`config.mk`:
```
export PLATFORM = sky130hd
export DESIGN_NAME = two_way_sorted_merge_flat
export DESIGN_NICKNAME = d
export VERILOG_FILES = /design/src/hdl/tsm_pkg.sv /design/src/hdl/tsm_if.sv /design/src/hdl/two_way_sorted_merge.sv /design/src/hdl/tsm_queue.sv /design/src/flat_wrapper.sv
export SDC_FILE = /design/constraint.sdc
export NUM_CORES = 2
export LEC_CHECK = 0
export BUFFER_PORTS_ARGS = -buffer_cell sky130_fd_sc_hd__buf_2
export CAP_MARGIN = 40
export CORE_ASPECT_RATIO = 0.7
export CORE_MARGIN = 2
export CORE_UTILIZATION = 40
export CTS_BUF_LIST = sky130_fd_sc_hd__clkbuf_8
export DETAILED_ROUTE_END_ITERATION = 10
export GPL_ROUTABILITY_DRIVEN = 0
export PLACE_DENSITY = 0.65
export SYNTH_ARGS = -nofsm -noshare
export SYNTH_HDL_FRONTEND = slang
export SYNTH_SLANG_ARGS = --single-unit
```
`constraint.sdc`:
```
create_clock -name clk -period 4.5 [get_ports clk]
set_clock_uncertainty 0.15 [all_clocks]
set_input_delay 0.225 -clock clk [delete_from_list [all_inputs] [get_ports clk]]
set_output_delay 0.225 -clock clk [all_outputs]
set_load 0.01 [all_outputs]
```
`src/hdl/tsm_pkg.sv`:
```
// Shared constants and control/status types for the two-way sorted merge.
package tsm_pkg;

	localparam int QUEUE_DEPTH_DEF = 32;
	localparam int VALUE_WIDTH_DEF = 32;

	typedef struct packed {
		logic push;
		logic pop;
	} q_ctrl_t;

	typedef struct packed {
		logic empty;
		logic full;
		logic one;
	} q_stat_t;

endpackage

```
`src/hdl/tsm_if.sv`:
```
// Valid/ready channel interfaces for input items and merged results.
interface tsm_item_if #(
	parameter int VALUE_WIDTH = tsm_pkg::VALUE_WIDTH_DEF
);
	logic                          valid;
	logic                          ready;
	logic                          list_select;
	logic signed [VALUE_WIDTH-1:0] item_value;
	logic                          last_of_list;

	modport source (output valid, list_select, item_value, last_of_list, input ready);
	modport sink (input valid, list_select, item_value, last_of_list, output ready);
endinterface

interface tsm_result_if #(
	parameter int VALUE_WIDTH = tsm_pkg::VALUE_WIDTH_DEF
);
	logic                          valid;
	logic                          ready;
	logic signed [VALUE_WIDTH-1:0] out_value;
	logic                          out_source;
	logic                          last_of_merge;
	logic                          overflow;

	modport source (output valid, out_value, out_source, last_of_merge, overflow, input ready);
	modport sink (input valid, out_value, out_source, last_of_merge, overflow, output ready);
endinterface

```
`src/hdl/two_way_sorted_merge.sv`:
```
// Two-way merge of ascending signed sequences held in two RAM-based queues.
// The first result is registered in ST_DECIDE, after the input transaction and the ST_READ state.
// An item passes ST_READ (head read of the queue RAMs), then ST_DECIDE with one
// compare-and-pop per cycle while the output register can load; new items wait for ST_IDLE.
// An overflow result is registered in the accept cycle.
// Reset clears queue pointers, counts, end flags and the output register.
module two_way_sorted_merge #(
	parameter int QUEUE_DEPTH = tsm_pkg::QUEUE_DEPTH_DEF,
	parameter int VALUE_WIDTH = tsm_pkg::VALUE_WIDTH_DEF
) (
	input logic             clk,
	input logic             arst_n,
	tsm_item_if.sink        items,
	tsm_result_if.source    results
);
	typedef enum logic [1:0] {
		ST_IDLE,
		ST_READ,
		ST_DECIDE
	} state_t;

	state_t                 state_q;
	logic                   fin_a_q;
	logic                   fin_b_q;
	logic                   out_valid_q;
	logic [VALUE_WIDTH-1:0] out_value_q;
	logic                   out_source_q;
	logic                   out_last_q;
	logic                   out_ovf_q;

	tsm_pkg::q_ctrl_t       ctrl_a;
	tsm_pkg::q_ctrl_t       ctrl_b;
	tsm_pkg::q_stat_t       stat_a;
	tsm_pkg::q_stat_t       stat_b;
	logic [VALUE_WIDTH-1:0] head_a;
	logic [VALUE_WIDTH-1:0] head_b;

	logic can_load;
	logic accept;
	logic in_full;
	logic both;
	logic do_pop;
	logic take_b;
	logic is_last;
	logic emit;
	logic load_out;

	assign can_load = !out_valid_q || results.ready;
	assign items.ready = (state_q == ST_IDLE) && can_load;
	assign accept = items.valid && items.ready;
	assign in_full = items.list_select ? stat_b.full : stat_a.full;

	assign both = !stat_a.empty && !stat_b.empty;
	always_comb begin
		do_pop = 1'b1;
		take_b = 1'b0;
		if (both) begin
			take_b = !($signed(head_a) < $signed(head_b));
		end else if (stat_a.empty && fin_a_q && !stat_b.empty) begin
			take_b = 1'b1;
		end else if (stat_b.empty && fin_b_q && !stat_a.empty) begin
			take_b = 1'b0;
		end else begin
			do_pop = 1'b0;
		end
	end

	assign is_last = fin_a_q && fin_b_q &&
		(take_b ? (stat_b.one && stat_a.empty) : (stat_a.one && stat_b.empty));
	assign emit = (state_q == ST_DECIDE) && do_pop && can_load;
	assign load_out = (accept && in_full) || emit;

	assign ctrl_a.push = accept && !items.list_select && !in_full;
	assign ctrl_b.push = accept && items.list_select && !in_full;
	assign ctrl_a.pop  = emit && !take_b;
	assign ctrl_b.pop  = emit && take_b;

	tsm_queue #(
		.QUEUE_DEPTH(QUEUE_DEPTH),
		.VALUE_WIDTH(VALUE_WIDTH)
	) u_queue_a (
		.clk      (clk),
		.arst_n   (arst_n),
		.ctrl     (ctrl_a),
		.wdata    (items.item_value),
		.head_data(head_a),
		.stat     (stat_a)
	);

	tsm_queue #(
		.QUEUE_DEPTH(QUEUE_DEPTH),
		.VALUE_WIDTH(VALUE_WIDTH)
	) u_queue_b (
		.clk      (clk),
		.arst_n   (arst_n),
		.ctrl     (ctrl_b),
		.wdata    (items.item_value),
		.head_data(head_b),
		.stat     (stat_b)
	);

	always_ff @(posedge clk or negedge arst_n) begin
		if (!arst_n) begin
			state_q      <= ST_IDLE;
			fin_a_q      <= 1'b0;
			fin_b_q      <= 1'b0;
			out_valid_q  <= 1'b0;
			out_value_q  <= '0;
			out_source_q <= 1'b0;
			out_last_q   <= 1'b0;
			out_ovf_q    <= 1'b0;
		end else begin
			if (load_out) begin
				out_valid_q <= 1'b1;
			end else if (results.ready) begin
				out_valid_q <= 1'b0;
			end
			unique case (state_q)
				ST_IDLE: begin
					if (accept) begin
						if (in_full) begin
							out_value_q  <= items.item_value;
							out_source_q <= items.list_select;
							out_last_q   <= 1'b0;
							out_ovf_q    <= 1'b1;
						end else begin
							if (items.last_of_list && !items.list_select) begin
								fin_a_q <= 1'b1;
							end
							if (items.last_of_list && items.list_select) begin
								fin_b_q <= 1'b1;
							end
							state_q <= ST_READ;
						end
					end
				end
				ST_READ: begin
					state_q <= ST_DECIDE;
				end
				ST_DECIDE: begin
					if (!do_pop) begin
						state_q <= ST_IDLE;
					end else if (can_load) begin
						out_value_q  <= take_b ? head_b : head_a;
						out_source_q <= take_b;
						out_last_q   <= is_last;
						out_ovf_q    <= 1'b0;
						if (is_last) begin
							fin_a_q <= 1'b0;
							fin_b_q <= 1'b0;
							state_q <= ST_IDLE;
						end
					end
				end
				default: begin
					state_q <= ST_IDLE;
				end
			endcase
		end
	end

	assign results.valid         = out_valid_q;
	assign results.out_value     = out_value_q;
	assign results.out_source    = out_source_q;
	assign results.last_of_merge = out_last_q;
	assign results.overflow      = out_ovf_q;

	a_one_pop: assert property (@(posedge clk) disable iff (!arst_n)
		!(ctrl_a.pop && ctrl_b.pop))
		else $error("both queues popped at once");
	a_flags_clear: assert property (@(posedge clk) disable iff (!arst_n)
		(emit && is_last) |=> (!fin_a_q && !fin_b_q && state_q == ST_IDLE))
		else $error("end flags not cleared after final transaction");
	a_read_then_decide: assert property (@(posedge clk) disable iff (!arst_n)
		(accept && !in_full) |=> state_q == ST_READ ##1 state_q == ST_DECIDE)
		else $error("queued item not followed by head read");
	a_last_not_ovf: assert property (@(posedge clk) disable iff (!arst_n)
		out_valid_q && out_ovf_q |-> !out_last_q)
		else $error("overflow transaction marked last");
endmodule

```
`src/hdl/tsm_queue.sv`:
```
// Circular FIFO queue held in a synchronous RAM with a registered head read.
module tsm_queue #(
	parameter int QUEUE_DEPTH = tsm_pkg::QUEUE_DEPTH_DEF,
	parameter int VALUE_WIDTH = tsm_pkg::VALUE_WIDTH_DEF
) (
	input  logic                   clk,
	input  logic                   arst_n,
	input  tsm_pkg::q_ctrl_t       ctrl,
	input  logic [VALUE_WIDTH-1:0] wdata,
	output logic [VALUE_WIDTH-1:0] head_data,
	output tsm_pkg::q_stat_t       stat
);
	localparam int PTR_W = $clog2(QUEUE_DEPTH);
	localparam int CNT_W = $clog2(QUEUE_DEPTH + 1);
	localparam int SUM_W = CNT_W + 1;

	logic [VALUE_WIDTH-1:0] mem [QUEUE_DEPTH];
	logic [VALUE_WIDTH-1:0] rd_q;
	logic [PTR_W-1:0]       head_q;
	logic [PTR_W-1:0]       head_d;
	logic [CNT_W-1:0]       count_q;
	logic [SUM_W-1:0]       tail_sum;
	logic [SUM_W-1:0]       tail_wrap;
	logic [PTR_W-1:0]       wr_addr;

	assign tail_sum  = SUM_W'(head_q) + SUM_W'(count_q);
	assign tail_wrap = tail_sum - SUM_W'(QUEUE_DEPTH);
	assign wr_addr   = (tail_sum >= SUM_W'(QUEUE_DEPTH)) ? tail_wrap[PTR_W-1:0]
	                                                     : tail_sum[PTR_W-1:0];

	always_comb begin
		head_d = head_q;
		if (ctrl.pop) begin
			head_d = (head_q == PTR_W'(QUEUE_DEPTH - 1)) ? '0 : head_q + PTR_W'(1);
		end
	end

	always_ff @(posedge clk) begin
		if (ctrl.push) begin
			mem[wr_addr] <= wdata;
		end
		rd_q <= mem[head_d];
	end

	always_ff @(posedge clk or negedge arst_n) begin
		if (!arst_n) begin
			head_q  <= '0;
			count_q <= '0;
		end else begin
			head_q  <= head_d;
			count_q <= count_q + CNT_W'(ctrl.push) - CNT_W'(ctrl.pop);
		end
	end

	assign head_data  = rd_q;
	assign stat.empty = (count_q == '0);
	assign stat.full  = (count_q == CNT_W'(QUEUE_DEPTH));
	assign stat.one   = (count_q == CNT_W'(1));

	a_no_push_full: assert property (@(posedge clk) disable iff (!arst_n)
		ctrl.push |-> !stat.full)
		else $error("push into full queue");
	a_no_pop_empty: assert property (@(posedge clk) disable iff (!arst_n)
		ctrl.pop |-> !stat.empty)
		else $error("pop from empty queue");
	a_count_range: assert property (@(posedge clk) disable iff (!arst_n)
		count_q <= CNT_W'(QUEUE_DEPTH))
		else $error("queue count out of range");
endmodule
```
`src/flat_wrapper.sv`:
```
// flat-port wrapper written by rule: the top's interface ports become plain ports
module two_way_sorted_merge_flat 
#(
	parameter int QUEUE_DEPTH = tsm_pkg::QUEUE_DEPTH_DEF,
	parameter int VALUE_WIDTH = tsm_pkg::VALUE_WIDTH_DEF
)
  (clk, arst_n, items_valid, items_list_select, items_item_value, items_last_of_list, items_ready, results_valid, results_out_value, results_out_source, results_last_of_merge, results_overflow, results_ready);
  tsm_item_if #(.VALUE_WIDTH(VALUE_WIDTH)) items_i ();
  tsm_result_if #(.VALUE_WIDTH(VALUE_WIDTH)) results_i ();
  input logic clk;
  input logic arst_n;
  input wire logic [$bits(items_i.valid)-1:0] items_valid;
  input wire logic [$bits(items_i.list_select)-1:0] items_list_select;
  input wire logic [$bits(items_i.item_value)-1:0] items_item_value;
  input wire logic [$bits(items_i.last_of_list)-1:0] items_last_of_list;
  output wire logic [$bits(items_i.ready)-1:0] items_ready;
  output wire logic [$bits(results_i.valid)-1:0] results_valid;
  output wire logic [$bits(results_i.out_value)-1:0] results_out_value;
  output wire logic [$bits(results_i.out_source)-1:0] results_out_source;
  output wire logic [$bits(results_i.last_of_merge)-1:0] results_last_of_merge;
  output wire logic [$bits(results_i.overflow)-1:0] results_overflow;
  input wire logic [$bits(results_i.ready)-1:0] results_ready;
  assign items_i.valid = items_valid;
  assign items_i.list_select = items_list_select;
  assign items_i.item_value = items_item_value;
  assign items_i.last_of_list = items_last_of_list;
  assign items_ready = items_i.ready;
  assign results_valid = results_i.valid;
  assign results_out_value = results_i.out_value;
  assign results_out_source = results_i.out_source;
  assign results_last_of_merge = results_i.last_of_merge;
  assign results_overflow = results_i.overflow;
  assign results_i.ready = results_ready;
  two_way_sorted_merge #(.QUEUE_DEPTH(QUEUE_DEPTH), .VALUE_WIDTH(VALUE_WIDTH)) u_core (.clk(clk), .arst_n(arst_n), .items(items_i), .results(results_i));
endmodule
```
==> metrics.yaml <==
synth_compound_area_share_pct: 5.41
startpoint_type: "register"
chipWidth_um: 552
final_antenna_net_count: 0
clock.fmax_mhz: 218
clk_path_buf_depth: 4
yosys_warnings: 0
grt_first_pass_wirelength_um: 361000
fp.dieH_um: 388
rows: 140
r2r_end: "u_core.u_queue_b.head_data[20]$_DFF_P_"
numCtsBuffers: 313
cts_tree: "done"
synthArstFlopShare_pct: 2.85
cp_cell_sequence: "ha_4 -> nand2_4 -> nor4_4 -> buf_6 -> a32oi_4 -> a2111oi_4 -> buf_4 -> a32oi_4 -> and2_4 -> inv_6 -> mux2i_4 -> buf_12 -> buf_16 -> buf_12 -> buf_16 -> mux2i_1 -> a32oi_1 -> nand4_1 -> nand4_1"
regArea_um2: 64300
r2r_start: "u_core.u_queue_a.head_data[14]$_DFF_P_"
syn_area_per_cell_um2: 15.7
cpPeakStageDelay_ns: 0.47
syn_to_final_growth_pct: 20.1
synth_edf_count: 2048
post_drt_wl_per_cell_um: 28.0
vdd_drop_max_v: 0.000550
worst_pin_slew_ns: 0.942
fin_util_pct: 48.4
fill_cells: 17353
synthMuxAreaShare_pct: 5.83
whs_ns: 0.182
drive_gt1_share_pct: 22.0
rsz0062_at_grt: "true"
max_cap_viol_count: 0
dieArea_um2: 214000
critPathCaptureType: "register"
final_area_um2: 101000
cts.sinks: 2174
worst_ep_arrival_time_ns: 5.00
routed_wl_um: 256000
h-tree-depth: 5
design.portCount: 75
grt_usage_pct: 23.2
drv_slew: 0
vias_per_cell: 5.84
grt_pass1_vias: 50288
placed_cell_area_um2: 93300
r2r_slack_ns: -0.08
ys_types: 62
hp-start: "items_item_value[21]"
violations: "setup timing"
root_buffer: "clkbuf_8"
r2r_cells: 19
cp_max_fo: 7
synth_top_family_by_area: "simple AND/OR/NAND/NOR gates"
hold_viol_final: 0
synth_area_um2: 84100
synth_xor_area_share_pct: 0.229
relSlewSlack_pct: 37.0
ys.flop_type: "edfxtp_1"
yosysSeqAreaShare_pct: 76.5
gr-total-overflow: 0
cp.required_ns: 4.92
cp_slowest_cell: "a2111oi_4"
min_to: "u_core.u_queue_a.mem[7][21]$_DFFE_PP_"
hpwl_um: 153000
crit_type: "register to register"
start_util_pct: 40.3
min_period_ns: 4.58
fin_crit_sh_pct: 102
synth_cells: 5360
io_buffer_count: 74
nets: 6221
multiInputGateArea_um2: 19000
synth_seq_cells: 2174
grt_antenna_before_repair: 8
finalSetupViolations: 4
hold_path.class: "input port to register"
total_power_mw: 72.9
num_vias: 53276
dp_slack_ns: -0.699
syn_nets: 5461
dr.first_iter.drc_count: 8698
clkTransAtPathRegs_ns: 0.07
synth_fa_ha_area_share_pct: 0.973
drcViolationCount: 0
grt_max_degree: 66
holdPathStages: 2
core_um2: 208000
fin_ws_ns: -0.0845
synthSimpleGateAreaFrac_pct: 9.09
clock_latency_ns: 0.93
leakage_nw: 34.9
cellPowerDensity_nw_per_um2: 722
drt-pass1-iter-count: 7
status: "finished with violations"
==> stage by stage <==
stage / std cells / setup TNS [ns]
6_report: 9130 / -0.234
3_5_place_dp: 8458 / -12.63
4_1_cts: 9094 / 0
2_1_floorplan: 5360 / 0
5_1_grt: 9128 / -1.19
3_3_place_gp: 8451 / -13.98
==> report_power, final <==
| part | internal [mW] | switching, mW |
|---|---|---|
| registers | 23.5 | 0.975 |
| logic | 14.0 | 19.4 |
| clock network | 7.56 | 7.49 |
| total | 45.0 | 27.9 |
==> worst max-delay path by stage <==
stage	endpoint	start	cells past startpoint	slack [ns]
2_1_floorplan	u_core.u_queue_b.mem[6][0]$_DFFE_PP_	u_core.u_queue_b.head_q[0]$_DFF_PN0_	9	0.64
3_3_place_gp	u_core.u_queue_b.head_data[20]$_DFF_P_	u_core.u_queue_b.head_data[15]$_DFF_P_	18	-0.75
3_5_place_dp	u_core.u_queue_b.head_data[20]$_DFF_P_	u_core.u_queue_b.head_data[15]$_DFF_P_	18	-0.70
4_1_cts	u_core.u_queue_b.head_data[4]$_DFF_P_	u_core.u_queue_a.head_data[12]$_DFF_P_	19	0.002
5_1_grt	u_core.u_queue_b.head_data[3]$_DFF_P_	u_core.u_queue_b.head_data[9]$_DFF_P_	19	-0.10
6_report	u_core.u_queue_b.head_data[20]$_DFF_P_	u_core.u_queue_a.head_data[14]$_DFF_P_	19	-0.08
==> cell usage after synthesis (34+ instances only) <==
cell type | instances | share of area [%]
buf_2 | 88 | 0.52
a21oi_1 | 93 | 0.55
dfrtp_1 | 62 | 1.8
a32oi_1 | 258 | 2.7
nand2_1 | 1200 | 5.4
inv_1 | 58 | 0.26
ha_1 | 59 | 0.88
edfxtp_1 | 2048 | 73
nand4_1 | 165 | 1.2
mux2i_1 | 195 | 2.3
a31oi_1 | 34 | 0.25
dfxtp_1 | 64 | 1.5
a22oi_1 | 66 | 0.59
clkbuf_1 | 184 | 0.82
nand3_1 | 298 | 1.8
mux4_2 | 128 | 3.4
nor2_1 | 98 | 0.44
o21ai_0 | 45 | 0.27
==> cell type report <==
type,count,share of cell area [%]
antenna,3,0.00744
clock buffer,345,4.70
clock inverter,208,1.08
inverter,64,0.292
multi-input combinational,2804,18.9
sequential,2174,63.7
tap,2769,3.43
timing repair buffer,763,7.88
==> cells by family (layout without fill, tap and decap cells) <==
group	Yosys count	count (layout)
compound gates	594	594
xor+xnor	22	22
fa+ha+maj	63	63
buf+inv	382	1380
flops	2174	2174
mux	327	327
other cells	0	3
simple gates	1798	1798
==> state kept, by name, summed over array words and instances, names as in the netlist, 2 cells and up <==
register and count:
u_core.results.out_value 32, u_core.u_queue_a.head_data 32, u_core.u_queue_b.mem 1024, u_core.state_q 2
u_core.u_queue_a.mem 1024, u_core.u_queue_a.count_q 6, u_core.u_queue_b.head_q 5, u_core.u_queue_b.head_data 32
u_core.u_queue_b.count_q 6, u_core.u_queue_a.head_q 5
==> placed cells by master, fill, tap and decap left out, drive strengths merged, types with 66 or more instances in the layout <==
master,count
mux4,128
a21oi,93
a32oi,259
mux2i,198
nand2,1201
nor2,99
edfxtp,2048
a22oi,66
buf,711
clkbuf,350
clkinv,90
inv,169
nand4,165
nand3,298
==> critical path, delay by kind of cell, from the launching register on <==
family,cells,cell delay [ns]
AO/OA/AOI/OAI,4,0.74
adder cells (fa/ha/maj),1,0.29
buffers and inverters,7,1.06
flip-flops,1,0.36
multiplexers,2,0.43
AND/OR/NAND/NOR,5,1.18
==> what timing repair did <==
action | 4_1_cts | 5_1_grt
endpoints found under the setup margin | 67 | 60
setup buffers | 32 | 30
hold buffers | 43 | 0
pin swaps | 15 | 36
resized for setup | 44 | 71
cloned | 8 | 5
endpoints found under the hold margin | 2077 | 0
==> layer usage <==
layer,vias to the layer above,share of wire [%],track usage [%],routed length (um)
li1,22330,-,-,-
met1,26925,42,35.8,108000
met2,3596,42,32.4,108000
met3,419,13,5.77,33300
met4,6,2.8,6.52,7260
met5,-,0.018,0,47
No activity file was read; power rests on OpenSTA's default activity.
